`src/rtl/iokvt_pkg.sv`:
```
// shared types and codes for the insertion-ordered key-value table
package iokvt_pkg;

  localparam int KIND_W   = 3;
  localparam int STATUS_W = 3;
  localparam int COUNT_W  = 5;
  localparam int PORT_W   = 32;

  localparam logic [KIND_W-1:0] KIND_INSERT  = 3'd0;
  localparam logic [KIND_W-1:0] KIND_LOOKUP  = 3'd1;
  localparam logic [KIND_W-1:0] KIND_START   = 3'd2;
  localparam logic [KIND_W-1:0] KIND_READ    = 3'd3;
  localparam logic [KIND_W-1:0] KIND_ADVANCE = 3'd4;

  localparam logic [STATUS_W-1:0] STAT_OK        = 3'd0;
  localparam logic [STATUS_W-1:0] STAT_NOT_FOUND = 3'd1;
  localparam logic [STATUS_W-1:0] STAT_EXISTS    = 3'd2;
  localparam logic [STATUS_W-1:0] STAT_FULL      = 3'd3;
  localparam logic [STATUS_W-1:0] STAT_AT_END    = 3'd4;

  // search token passed from cell to cell
  typedef struct packed {
    logic active;    // a search is at this cell
    logic by_index;  // match on cell index (cursor read) instead of key
    logic hit;       // an earlier cell already matched
  } tok_t;

endpackage

```
`src/rtl/insertion_ordered_key_value_table_core.sv`:
```
// top level of the insertion-ordered key-value table with a read cursor
//
// usage
//   in_*  : one request beat per item (kind, lookup_key, entry_value)
//   out_* : one result beat per request (found_value, status, entry_count,
//           cursor_at_end), in request order
// the pairs live in a row of ENTRIES cells; a lookup or a cursor read sends
// a search token down the row, one cell per cycle, and the first live cell
// that matches drops its value into the token
// steps: insert, lookup and read pass the launch register, the ENTRIES cell
// stages, tail capture and finish before out_valid; cursor to start,
// advance and unused kinds go straight to finish
// one request in flight at a time, so a new request is accepted only after
// the previous one has left the finish step
// in_ready is high whenever no request is in flight, even while a result
// waits in the output register; a stalled receiver holds the finish step
// and with it the next accept
// reset: entry count and cursor go to zero, nothing in flight, no result
// pending; stored pairs are not cleared and are only read below the count
module insertion_ordered_key_value_table_core import iokvt_pkg::*; #(
  parameter int ENTRIES    = 16,
  parameter int KEY_BITS   = 32,
  parameter int VALUE_BITS = 32
) (
  input  logic                clk,
  input  logic                rst_n,
  input  logic                in_valid,
  output logic                in_ready,
  input  logic [KIND_W-1:0]   in_kind,
  input  logic [PORT_W-1:0]   in_lookup_key,
  input  logic [PORT_W-1:0]   in_entry_value,
  output logic                out_valid,
  input  logic                out_ready,
  output logic [PORT_W-1:0]   out_found_value,
  output logic [STATUS_W-1:0] out_status,
  output logic [COUNT_W-1:0]  out_entry_count,
  output logic                out_cursor_at_end
);

  localparam int CNT_W = $clog2(ENTRIES + 1);
  localparam int IDX_W = (ENTRIES > 1) ? $clog2(ENTRIES) : 1;
  localparam logic [CNT_W-1:0] FULL_CNT = CNT_W'(ENTRIES);

  localparam logic [1:0] ST_IDLE   = 2'd0;
  localparam logic [1:0] ST_SEARCH = 2'd1;
  localparam logic [1:0] ST_FINISH = 2'd2;

  logic [1:0]            state_r, state_nxt;
  logic [CNT_W-1:0]      count_r, count_nxt;
  logic [CNT_W-1:0]      cursor_r, cursor_nxt;

  // request held while in flight
  logic [KIND_W-1:0]     kind_r;
  logic [KEY_BITS-1:0]   key_r;
  logic [VALUE_BITS-1:0] val_r;

  // search result captured at the tail of the chain
  logic                  hit_r, hit_nxt;
  logic [VALUE_BITS-1:0] hit_val_r;

  // token launch register feeding cell 0
  tok_t                  tok0_r, tok0_nxt;

  // output register
  logic                  out_valid_r, out_valid_nxt;
  logic [PORT_W-1:0]     out_val_r;
  logic [STATUS_W-1:0]   out_stat_r;
  logic [COUNT_W-1:0]    out_cnt_r;
  logic                  out_end_r;

  logic [63:0]           key_ext, val_ext, res_ext;
  logic [KEY_BITS-1:0]   in_key;
  logic [VALUE_BITS-1:0] in_val;
  logic                  accept, finish, search_kind;
  logic                  wr_en;
  logic [STATUS_W-1:0]   stat_c;
  logic [VALUE_BITS-1:0] res_c;
  logic [31:0]           cnt_ext;

  tok_t                  chain_tok [ENTRIES+1];
  logic [KEY_BITS-1:0]   chain_key [ENTRIES+1];
  logic [VALUE_BITS-1:0] chain_val [ENTRIES+1];

  // only the low KEY_BITS / VALUE_BITS of the port fields take part
  assign key_ext = {32'b0, in_lookup_key};
  assign val_ext = {32'b0, in_entry_value};
  assign in_key  = key_ext[KEY_BITS-1:0];
  assign in_val  = val_ext[VALUE_BITS-1:0];

  assign in_ready    = (state_r == ST_IDLE);
  assign accept      = in_valid && in_ready;
  assign search_kind = (in_kind inside {KIND_INSERT, KIND_LOOKUP, KIND_READ});
  assign finish      = (state_r == ST_FINISH) && (!out_valid_r || out_ready);

  // row of cells
  assign chain_tok[0] = tok0_r;
  assign chain_key[0] = key_r;
  assign chain_val[0] = '0;

  for (genvar g = 0; g < ENTRIES; g++) begin : g_cell
    iokvt_cell #(
      .INDEX      (g),
      .ENTRIES    (ENTRIES),
      .KEY_BITS   (KEY_BITS),
      .VALUE_BITS (VALUE_BITS)
    ) u_cell (
      .clk      (clk),
      .rst_n    (rst_n),
      .tok_i    (chain_tok[g]),
      .key_i    (chain_key[g]),
      .val_i    (chain_val[g]),
      .tok_o    (chain_tok[g+1]),
      .key_o    (chain_key[g+1]),
      .val_o    (chain_val[g+1]),
      .count_i  (count_r),
      .cursor_i (cursor_r),
      .wr_en_i  (wr_en),
      .wr_idx_i (count_r[IDX_W-1:0]),
      .wr_key_i (key_r),
      .wr_val_i (val_r)
    );
  end

  // finish step: decide status, update count and cursor
  always_comb begin
    stat_c     = STAT_OK;
    res_c      = '0;
    count_nxt  = count_r;
    cursor_nxt = cursor_r;
    wr_en      = 1'b0;
    case (kind_r)
      KIND_INSERT: begin
        // duplicate check comes before the full check
        if (hit_r) begin
          stat_c = STAT_EXISTS;
        end else if (count_r >= FULL_CNT) begin
          stat_c = STAT_FULL;
        end else begin
          wr_en      = finish;
          count_nxt  = count_r + 1'b1;
          cursor_nxt = '0;
        end
      end
      KIND_LOOKUP: begin
        if (hit_r) begin
          res_c = hit_val_r;
        end else begin
          stat_c = STAT_NOT_FOUND;
        end
      end
      KIND_START: begin
        cursor_nxt = '0;
      end
      KIND_READ: begin
        // only the cell at the cursor can hit, and only when below the count
        if (hit_r) begin
          res_c = hit_val_r;
        end else begin
          stat_c = STAT_AT_END;
        end
      end
      KIND_ADVANCE: begin
        if (cursor_r < count_r) begin
          cursor_nxt = cursor_r + 1'b1;
        end else begin
          stat_c = STAT_AT_END;
        end
      end
      default: begin
        // unused kinds change nothing
      end
    endcase
  end

  assign res_ext = 64'(res_c);
  assign cnt_ext = 32'(count_nxt);

  // sequencer
  always_comb begin
    state_nxt       = state_r;
    tok0_nxt        = '0;
    hit_nxt         = hit_r;
    out_valid_nxt   = out_valid_r && !out_ready;
    case (state_r)
      ST_IDLE: begin
        if (accept) begin
          hit_nxt = 1'b0;
          if (search_kind) begin
            tok0_nxt.active   = 1'b1;
            tok0_nxt.by_index = (in_kind == KIND_READ);
            state_nxt         = ST_SEARCH;
          end else begin
            state_nxt = ST_FINISH;
          end
        end
      end
      ST_SEARCH: begin
        if (chain_tok[ENTRIES].active) begin
          hit_nxt   = chain_tok[ENTRIES].hit;
          state_nxt = ST_FINISH;
        end
      end
      ST_FINISH: begin
        if (finish) begin
          out_valid_nxt = 1'b1;
          state_nxt     = ST_IDLE;
        end
      end
      default: begin
        state_nxt = ST_IDLE;
      end
    endcase
  end

  always_ff @(posedge clk) begin
    if (!rst_n) begin
      state_r     <= ST_IDLE;
      count_r     <= '0;
      cursor_r    <= '0;
      tok0_r      <= '0;
      hit_r       <= 1'b0;
      out_valid_r <= 1'b0;
    end else begin
      state_r     <= state_nxt;
      tok0_r      <= tok0_nxt;
      hit_r       <= hit_nxt;
      out_valid_r <= out_valid_nxt;
      if (finish) begin
        count_r  <= count_nxt;
        cursor_r <= cursor_nxt;
      end
    end
  end

  // request and result payload
  always_ff @(posedge clk) begin
    if (accept) begin
      kind_r <= in_kind;
      key_r  <= in_key;
      val_r  <= in_val;
    end
    if ((state_r == ST_SEARCH) && chain_tok[ENTRIES].active) begin
      hit_val_r <= chain_val[ENTRIES];
    end
    if (finish) begin
      out_val_r  <= res_ext[PORT_W-1:0];
      out_stat_r <= stat_c;
      out_cnt_r  <= cnt_ext[COUNT_W-1:0];
      out_end_r  <= (cursor_nxt >= count_nxt);
    end
  end

  assign out_valid         = out_valid_r;
  assign out_found_value   = out_val_r;
  assign out_status        = out_stat_r;
  assign out_entry_count   = out_cnt_r;
  assign out_cursor_at_end = out_end_r;

endmodule

```
`src/rtl/iokvt_cell.sv`:
```
// one table entry: stored pair plus one stage of the search chain
module iokvt_cell import iokvt_pkg::*; #(
  parameter int INDEX      = 0,
  parameter int ENTRIES    = 16,
  parameter int KEY_BITS   = 32,
  parameter int VALUE_BITS = 32
) (
  input  logic                                  clk,
  input  logic                                  rst_n,
  input  tok_t                                  tok_i,
  input  logic [KEY_BITS-1:0]                   key_i,
  input  logic [VALUE_BITS-1:0]                 val_i,
  output tok_t                                  tok_o,
  output logic [KEY_BITS-1:0]                   key_o,
  output logic [VALUE_BITS-1:0]                 val_o,
  input  logic [$clog2(ENTRIES+1)-1:0]          count_i,
  input  logic [$clog2(ENTRIES+1)-1:0]          cursor_i,
  input  logic                                  wr_en_i,
  input  logic [(ENTRIES > 1 ? $clog2(ENTRIES) : 1)-1:0] wr_idx_i,
  input  logic [KEY_BITS-1:0]                   wr_key_i,
  input  logic [VALUE_BITS-1:0]                 wr_val_i
);

  localparam int CNT_W = $clog2(ENTRIES + 1);
  localparam int IDX_W = (ENTRIES > 1) ? $clog2(ENTRIES) : 1;
  localparam logic [CNT_W-1:0] MY_CNT = CNT_W'(INDEX);
  localparam logic [IDX_W-1:0] MY_IDX = IDX_W'(INDEX);

  logic [KEY_BITS-1:0]   ent_key_r;
  logic [VALUE_BITS-1:0] ent_val_r;
  tok_t                  tok_r, tok_nxt;
  logic [KEY_BITS-1:0]   key_r;
  logic [VALUE_BITS-1:0] val_r, val_nxt;
  logic                  live, match, take;

  always_comb begin
    live  = (MY_CNT < count_i);
    match = tok_i.by_index ? (MY_CNT == cursor_i) : (ent_key_r == key_i);
    take  = tok_i.active && !tok_i.hit && live && match;
    tok_nxt          = tok_i;
    tok_nxt.hit      = tok_i.hit || take;
    val_nxt          = take ? ent_val_r : val_i;
  end

  // entry storage, written only by an insert
  always_ff @(posedge clk) begin
    if (wr_en_i && (wr_idx_i == MY_IDX)) begin
      ent_key_r <= wr_key_i;
      ent_val_r <= wr_val_i;
    end
  end

  always_ff @(posedge clk) begin
    if (!rst_n) begin
      tok_r <= '0;
    end else begin
      tok_r <= tok_nxt;
    end
  end

  always_ff @(posedge clk) begin
    key_r <= key_i;
    val_r <= val_nxt;
  end

  assign tok_o = tok_r;
  assign key_o = key_r;
  assign val_o = val_r;

endmodule

```
`config.mk`:
```
export PLATFORM = sky130hd
export DESIGN_NAME = insertion_ordered_key_value_table_core
export DESIGN_NICKNAME = d
export VERILOG_FILES = /design/src/rtl/iokvt_pkg.sv /design/src/rtl/insertion_ordered_key_value_table_core.sv /design/src/rtl/iokvt_cell.sv
export SDC_FILE = /design/constraint.sdc
export NUM_CORES = 2
export LEC_CHECK = 0
export BUFFER_PORTS_ARGS = -buffer_cell sky130_fd_sc_hd__buf_2
export CAP_MARGIN = 20
export CORE_UTILIZATION = 60
export CTS_BUF_LIST = sky130_fd_sc_hd__clkbuf_8
export DETAILED_ROUTE_END_ITERATION = 7
export PLACE_DENSITY_LB_ADDON = 0.05
export SYNTH_ARGS = -nofsm -noshare
export SYNTH_HDL_FRONTEND = slang
export SYNTH_SLANG_ARGS = --single-unit
```
`constraint.sdc`:
```
create_clock -name clk -period 9.3 [get_ports clk]
set_input_delay 0 -clock clk [delete_from_list [all_inputs] [get_ports clk]]
set_output_delay 0 -clock clk [all_outputs]
set_load 0.005 [all_outputs]
```
# Word-level counts from Yosys, hierarchy flattened
# Cells that the tools add are included.
op_classes:
  n_addsub: 2
  order_cmp: 19
  eq_ne: 57
  n_mux: 58
  n_reduce_logical: 116
ops:
  columns: ["operator", "count"]
  rows:
  - ["equality test 32 bit", 16]
  - ["2-to-1 mux 32 bit", 15]
  - ["logical AND 1 bit", 68]
  - ["equality test 4 x 5 -> 1 bit (first input constant)", 8]
  - ["less-than comparator 4 x 5 -> 1 bit (first input constant)", 8]
  - ["equality test 4 bit (second input constant)", 8]
  - ["2-to-1 mux 5 bit", 6]
  - ["2-to-1 mux 1 bit", 24]
  - ["equality test 3 x 5 -> 1 bit (first input constant)", 4]
  - ["less-than comparator 3 x 5 -> 1 bit (first input constant)", 4]
  - ["zero test 1 bit", 18]
  - ["logical OR 1 bit", 17]
  - ["equality test 4 x 3 -> 1 bit (second input constant)", 4]
  - ["case mux 5 bit (3 select lines)", 1]
  - ["2-to-1 mux 2 bit", 7]
  - ["case mux 3 bit (4 select lines)", 1]
  - ["adder 5 x 1 -> 5 bit (second input constant)", 2]
  - ["equality test 2 x 5 -> 1 bit (first input constant)", 2]
  - ["less-than comparator 1 x 5 -> 1 bit (first input constant)", 2]
  - ["less-than comparator 2 x 5 -> 1 bit (first input constant)", 2]
  - ["equality test 3 x 2 -> 1 bit (second input constant)", 3]
  - ["AND reduction 3 bit", 3]
  - ["equality test 4 x 2 -> 1 bit (second input constant)", 2]
  - ["equality test 3 x 1 -> 1 bit (second input constant)", 2]
  - ["other kinds (22)", 25]
totals:
  regBits: 2220
  elab_cells: 378

# Logic depth before layout (Yosys ltp)
depth:
  depth_word: 7
  ltp_mapped: 15

# By module
# A second synthesis with hierarchy kept.
unflattened:
  cells_unflattened: 6622
  hier_area_um2: 86371.6
by_module_without_submodules:
  columns: ["module", "n_inst", "cells_each", "area_each_um2", "seq_area_each_um2"]
  rows:
  - ["insertion_ordered_key_value_table_core", 1, 346, 5723.0, 4524.3]
  - ["iokvt_cell at g_cell[1].u_cell", 1, 413, 5356.4, 3263.1]
  - ["iokvt_cell at g_cell[4].u_cell", 1, 408, 5260.0, 3263.1]
  - ["iokvt_cell at g_cell[10].u_cell", 1, 452, 5220.0, 3263.1]
  - ["iokvt_cell at g_cell[9].u_cell", 1, 408, 5202.5, 3263.1]
  - ["iokvt_cell at g_cell[2].u_cell", 1, 414, 5171.2, 3263.1]
  - ["iokvt_cell at g_cell[8].u_cell", 1, 448, 5156.2, 3263.1]
  - ["iokvt_cell at g_cell[12].u_cell", 1, 407, 5139.9, 3263.1]
  - ["iokvt_cell at g_cell[11].u_cell", 1, 414, 5134.9, 3263.1]
  - ["iokvt_cell at g_cell[3].u_cell", 1, 413, 5133.7, 3263.1]
  - ["iokvt_cell at g_cell[0].u_cell", 1, 407, 5128.7, 3263.1]
  - ["iokvt_cell at g_cell[6].u_cell", 1, 413, 5117.4, 3263.1]
  - ["iokvt_cell at g_cell[5].u_cell", 1, 413, 5109.9, 3263.1]
  - ["iokvt_cell at g_cell[13].u_cell", 1, 414, 5102.4, 3263.1]
  - ["3 more rows", null, null, null, null]

# Worst setup path before layout
# OpenSTA, ideal clock, no wires.
synth_timing:
  path_kind: "register to register"
  start: "register state_r[0]"
  end: "register g_cell[7].u_cell.ent_key_r[0], enable pin"
  setup_ps: 486
  t_arrival_ps: 5811
  required_ps: 8814
  setup_slack_ps: 3003
  stages_incl_launch_ff: 7
  n_path_buf: 1
  path_cell_list: "dfxtp_1 -> nand2b_1 -> nor2b_1 -> and2_1 -> buf_2 -> nand2_1 -> nor2_1"
synth_between:
  elab_chain_cells: 6
synth_rtl:
  columns: ["element", "line", "rtl"]
  rows:
  - ["start, declared", "insertion_ordered_key_value_table_core.sv:48", "logic [1:0] state_r, state_nxt;"]
  - ["start signal, assigned", "insertion_ordered_key_value_table_core.sv:224", "state_r <= state_nxt;"]
  - ["equality test 2 bit", "insertion_ordered_key_value_table_core.sv:93", "assign finish = (state_r == ST_FINISH) && (!out_valid_r || out_ready);"]
  - ["logical AND 1 bit", "insertion_ordered_key_value_table_core.sv:93", null]
  - ["named net finish", "insertion_ordered_key_value_table_core.sv:74", "logic accept, finish, search_kind;"]
  - ["2-to-1 mux 1 bit", "insertion_ordered_key_value_table_core.sv:136", "end else if (count_r >= FULL_CNT) begin"]
  - ["2-to-1 mux 1 bit", "insertion_ordered_key_value_table_core.sv:134", "if (hit_r) begin"]
  - ["2-to-1 mux 1 bit", "insertion_ordered_key_value_table_core.sv:131", "case (kind_r)"]
  - ["logical AND 1 bit", "iokvt_cell.sv:47", "if (wr_en_i && (wr_idx_i == MY_IDX)) begin"]
  - ["end signal, assigned", "iokvt_cell.sv:48", "ent_key_r <= wr_key_i;"]
  - ["end, declared", "iokvt_cell.sv:29", "logic [KEY_BITS-1:0] ent_key_r;"]
# The timed path passes the listed nets, and every way through them passes these cells.
# A chain may end at the register's enable or synchronous reset.

# Worst setup path in the final report
layout_timing:
  start: "register count_r[4]"
  end: "register g_cell[14].u_cell.ent_val_r[16], enable pin"
layout_between:
  elab_chain_cells: 5
layout_rtl:
  columns: ["element", "line", "rtl"]
  rows:
  - ["start, declared", "insertion_ordered_key_value_table_core.sv:49", "logic [CNT_W-1:0] count_r, count_nxt;"]
  - ["start signal, assigned", "insertion_ordered_key_value_table_core.sv:229", "count_r <= count_nxt;"]
  - [">= comparator 5 bit", "insertion_ordered_key_value_table_core.sv:136", null]
  - ["2-to-1 mux 1 bit", "insertion_ordered_key_value_table_core.sv:136", null]
  - ["2-to-1 mux 1 bit", "insertion_ordered_key_value_table_core.sv:134", null]
  - ["2-to-1 mux 1 bit", "insertion_ordered_key_value_table_core.sv:131", null]
  - ["logical AND 1 bit", "iokvt_cell.sv:47", null]
  - ["end signal, assigned", "iokvt_cell.sv:49", "ent_val_r <= wr_val_i;"]
  - ["end, declared", "iokvt_cell.sv:30", "logic [VALUE_BITS-1:0] ent_val_r;"]
# Every way passes these cells.

==> metrics <==
status finished clean; synthesized area per cell 18.3 um^2; crit path DAT 4130 ps; routed length on met1 62300 um; Worst R2R Setup Slack 5740 ps; Ys Warns 0; Hold Vio Cnt, Final 0; gp weighted congestion 0.824; Syn Nets 3904; max layer used met4; WL met2 63400 um; Syn-to-layout area delta 15.5%; metal3 WL 6650 um; clock sinks 2219; hold_buf cts 139; clock buffer count from CTS 345; Setup Fix Bufs, Post-CTS 0; Worst-Margin Slew 1080 ps; Synth Flop Type edfxtp_1; layout cells sized above 1 0.244; Setup crit end g_cell[14].u_cell.ent_val_r[16]$_DFFE_PP_; post-synth top area share 0.501; hold depth 4; largest cells by area after synthesis edfxtp_1 (50%), dfxtp_1 (30%), mux2_2 (7.3%); Max-Cap Viols 0; unique cell type count in the Yosys netlist 52; Worst Path Class, Setup reg -> reg; Post-synth EDFFs 1164; Yosys top cell by area edfxtp_1; Initial Utilization 0.607; Post-Synthesis Cell Area 69700 um^2; sequential fraction of the synthesis area 0.804; vias in the first global route 33000; drt drc 0; f_max 281 MHz; hpwl dp 83900 um; DRT Pass-1 Iters 5; RR Startpoint count_r[4]$_SDFFE_PN0P_; WHS 89.2 ps; clk buf depth 4; CP top delay family simple AND/OR/NAND/NOR gates; DR vias/cell 5.16; reg2reg path depth 6; die width 343 um; Slowest-stage cell, CP nor2_4; Crit path required time 9870 ps; initial antenna violation count 9; Crit. End Element register; depth of the CTS H-tree 5; RR Endpoint g_cell[14].u_cell.ent_val_r[16]$_DFFE_PP_; final worst-path setup slack 5740 ps; Leakage Power 30.5 nW; fin crit share 0.382; Synth Instances 3815; min Tclk post-route 3560 ps; register bit total from synthesis 2219; Critical path buffers and inverters 1; setup violators final 0; pin count of the biggest net entering global routing 67; worst skew pair latency 990 ps; setup TNS 0 ps; Pins Over Slew Limit 0; top fanout value on the critical path 33; critical path depth 6; fill count 7480; drt wl/cell 21.8 um; first-pass GRT wire length 202000 um; Port Buffer Count 113; post-route ant nets 0; Core Region 115000 um^2; pwr dens 230 nW/um^2; crit start category register; Starting DRT DRC Count 2059; Place WS 5700 ps; TritonCTS clock tree built; Die H 343 um; largest stage delay on the critical path 850 ps; max_slew headroom 0.280; VDD IR max 0.187 mV; Resized cells post-CTS 0; site row count 124; die area 118000 um^2; Power, Total 18.5 mW; HP Class in -> reg; Root Driver clkbuf_8; GRT overflow 0; post-synthesis async set-or-reset flop share 0; RSZ-0062 raised after global routing false; Routed WL 135000 um; NumNets Final 4504; Final Util 0.702; worst path cell trace nor2_1 > and3b_1 > and2_1 > nand2_1 > nor2_4 > buf_4; Fin Clk Skew 73.6 ps; all-layer global routing usage 0.235; CP Launch Point count_r[4]$_SDFFE_PN0P_; vias after detailed routing 32000; clock-pin slew on the worst setup and hold paths 60 ps; Ports 114
-- cells in the final DEF, fill, tap and decap left out, drive strengths merged, types with 4 or more instances in the layout --
cell type	Yosys	layout
dlygate4sd3	0	139
nand2b	5	5
mux2i	4	4
inv	29	175
clkinvlp	0	7
nor4	101	101
nand4	36	36
mux2	480	480
nor2	31	31
nor2b	4	4
ha	18	18
or3	14	14
a21boi	17	17
and2	105	105
dfxtp	1055	1055
and3	18	18
buf	51	182
nand3	22	22
a21o	4	4
o21ai	15	15
xnor2	62	62
o2111ai	9	9
a21oi	7	7
nand2	27	27
nor3b	8	8
clkinv	2	57
xor2	456	456
bufinv	0	4
clkbuf	17	401
nor3	29	29
edfxtp	1164	1164
a31oi	4	4
-- cell usage after synthesis (all sizes together) (9+ instances only) --
cell type / count
and2: 105
or3: 14
nand4: 36
dfxtp: 1055
xnor2: 62
buf: 51
ha: 18
nor2: 31
a21boi: 17
nor3: 29
nand2: 27
clkbuf: 17
o2111ai: 9
nand3: 22
and3: 18
mux2: 480
xor2: 456
edfxtp: 1164
nor4: 101
o21ai: 15
inv: 29
-- registers in the layout, indices dropped and copies added (netlist names), 2 cells and up --
register and count:
g_cell.u_cell.tok_o 47, g_cell.u_cell.ent_key_r 512, state_r 2, g_cell.u_cell.ent_val_r 512, kind_r 3, cursor_r 5, out_status 3, out_found_value 32
key_r 32, val_r 32, hit_val_r 32, g_cell.u_cell.val_o 512, out_entry_count 5, count_r 5, g_cell.u_cell.key_o 480, chain_tok 2
-- cells by family (layout without fill, tap and decap cells) --
group                    after synthesis  in the layout  share of synthesized area
multiplexers                         484            484                     0.0796
AO/OA/AOI/OAI                         74             74                    0.00777
buffers and inverters                 99            965                    0.00682
other                                  0              3                          0
XOR/XNOR                             518            518                     0.0651
AND/OR/NAND/NOR                      403            403                     0.0335
adder cells (fa/ha/maj)               18             18                    0.00323
flip-flops                          2219           2219                      0.804
-- power breakdown --
part,internal (mW),switching (mW),leakage [nW]
logic,0.145,0.209,7.52
clock network,4.02,3.48,3.88
registers,10.5,0.180,19.1
-- worst min path at each step --
| stage | start | endpoint | slack [ps] |
|---|---|---|---|
| floorplan | in_lookup_key[0] | key_r[0]$_DFFE_PP_ | 100 |
| global placement | in_entry_value[8] | val_r[8]$_DFFE_PP_ | 180 |
| detailed placement | in_entry_value[21] | val_r[21]$_DFFE_PP_ | 180 |
| CTS | out_ready | out_valid$_SDFF_PN0_ | 3 |
| global route | out_ready | out_valid$_SDFF_PN0_ | 80 |
| finish | out_ready | out_valid$_SDFF_PN0_ | 90 |
-- metal layers --
metal | vias to the layer above | GRT usage
met4 | 0 | 0.0769
met5 | - | 0
met1 | 15900 | 0.333
li1 | 15000 | -
met2 | 764 | 0.370
met3 | 230 | 0.0414
-- tightest hold or removal path, delay by kind of cell --
kind / cells / cell delay, ps
compound gates: 1 / 90
simple gates: 1 / 160
buf+inv: 2 / 700
-- layout make-up --
class	instances	area [um^2]	share of cell area
inverters	31	116	0.00144
well taps	1512	1890	0.0235
multi-input cells	1497	13500	0.168
clock inverters	212	976	0.0121
diodes	3	7.51	0.0000932
repair buffers	321	2470	0.0307
flip-flops and latches	2219	56100	0.696
clock buffers	401	5520	0.0685
-- metrics by stage --
stage	instances	area [um^2]
finish	6196	80600
global route	6194	80600
CTS	6193	80600
detailed placement	5441	72700
global placement	5441	72700
floorplan	3815	69700
Note: power is estimated with default switching activity, not from simulation.
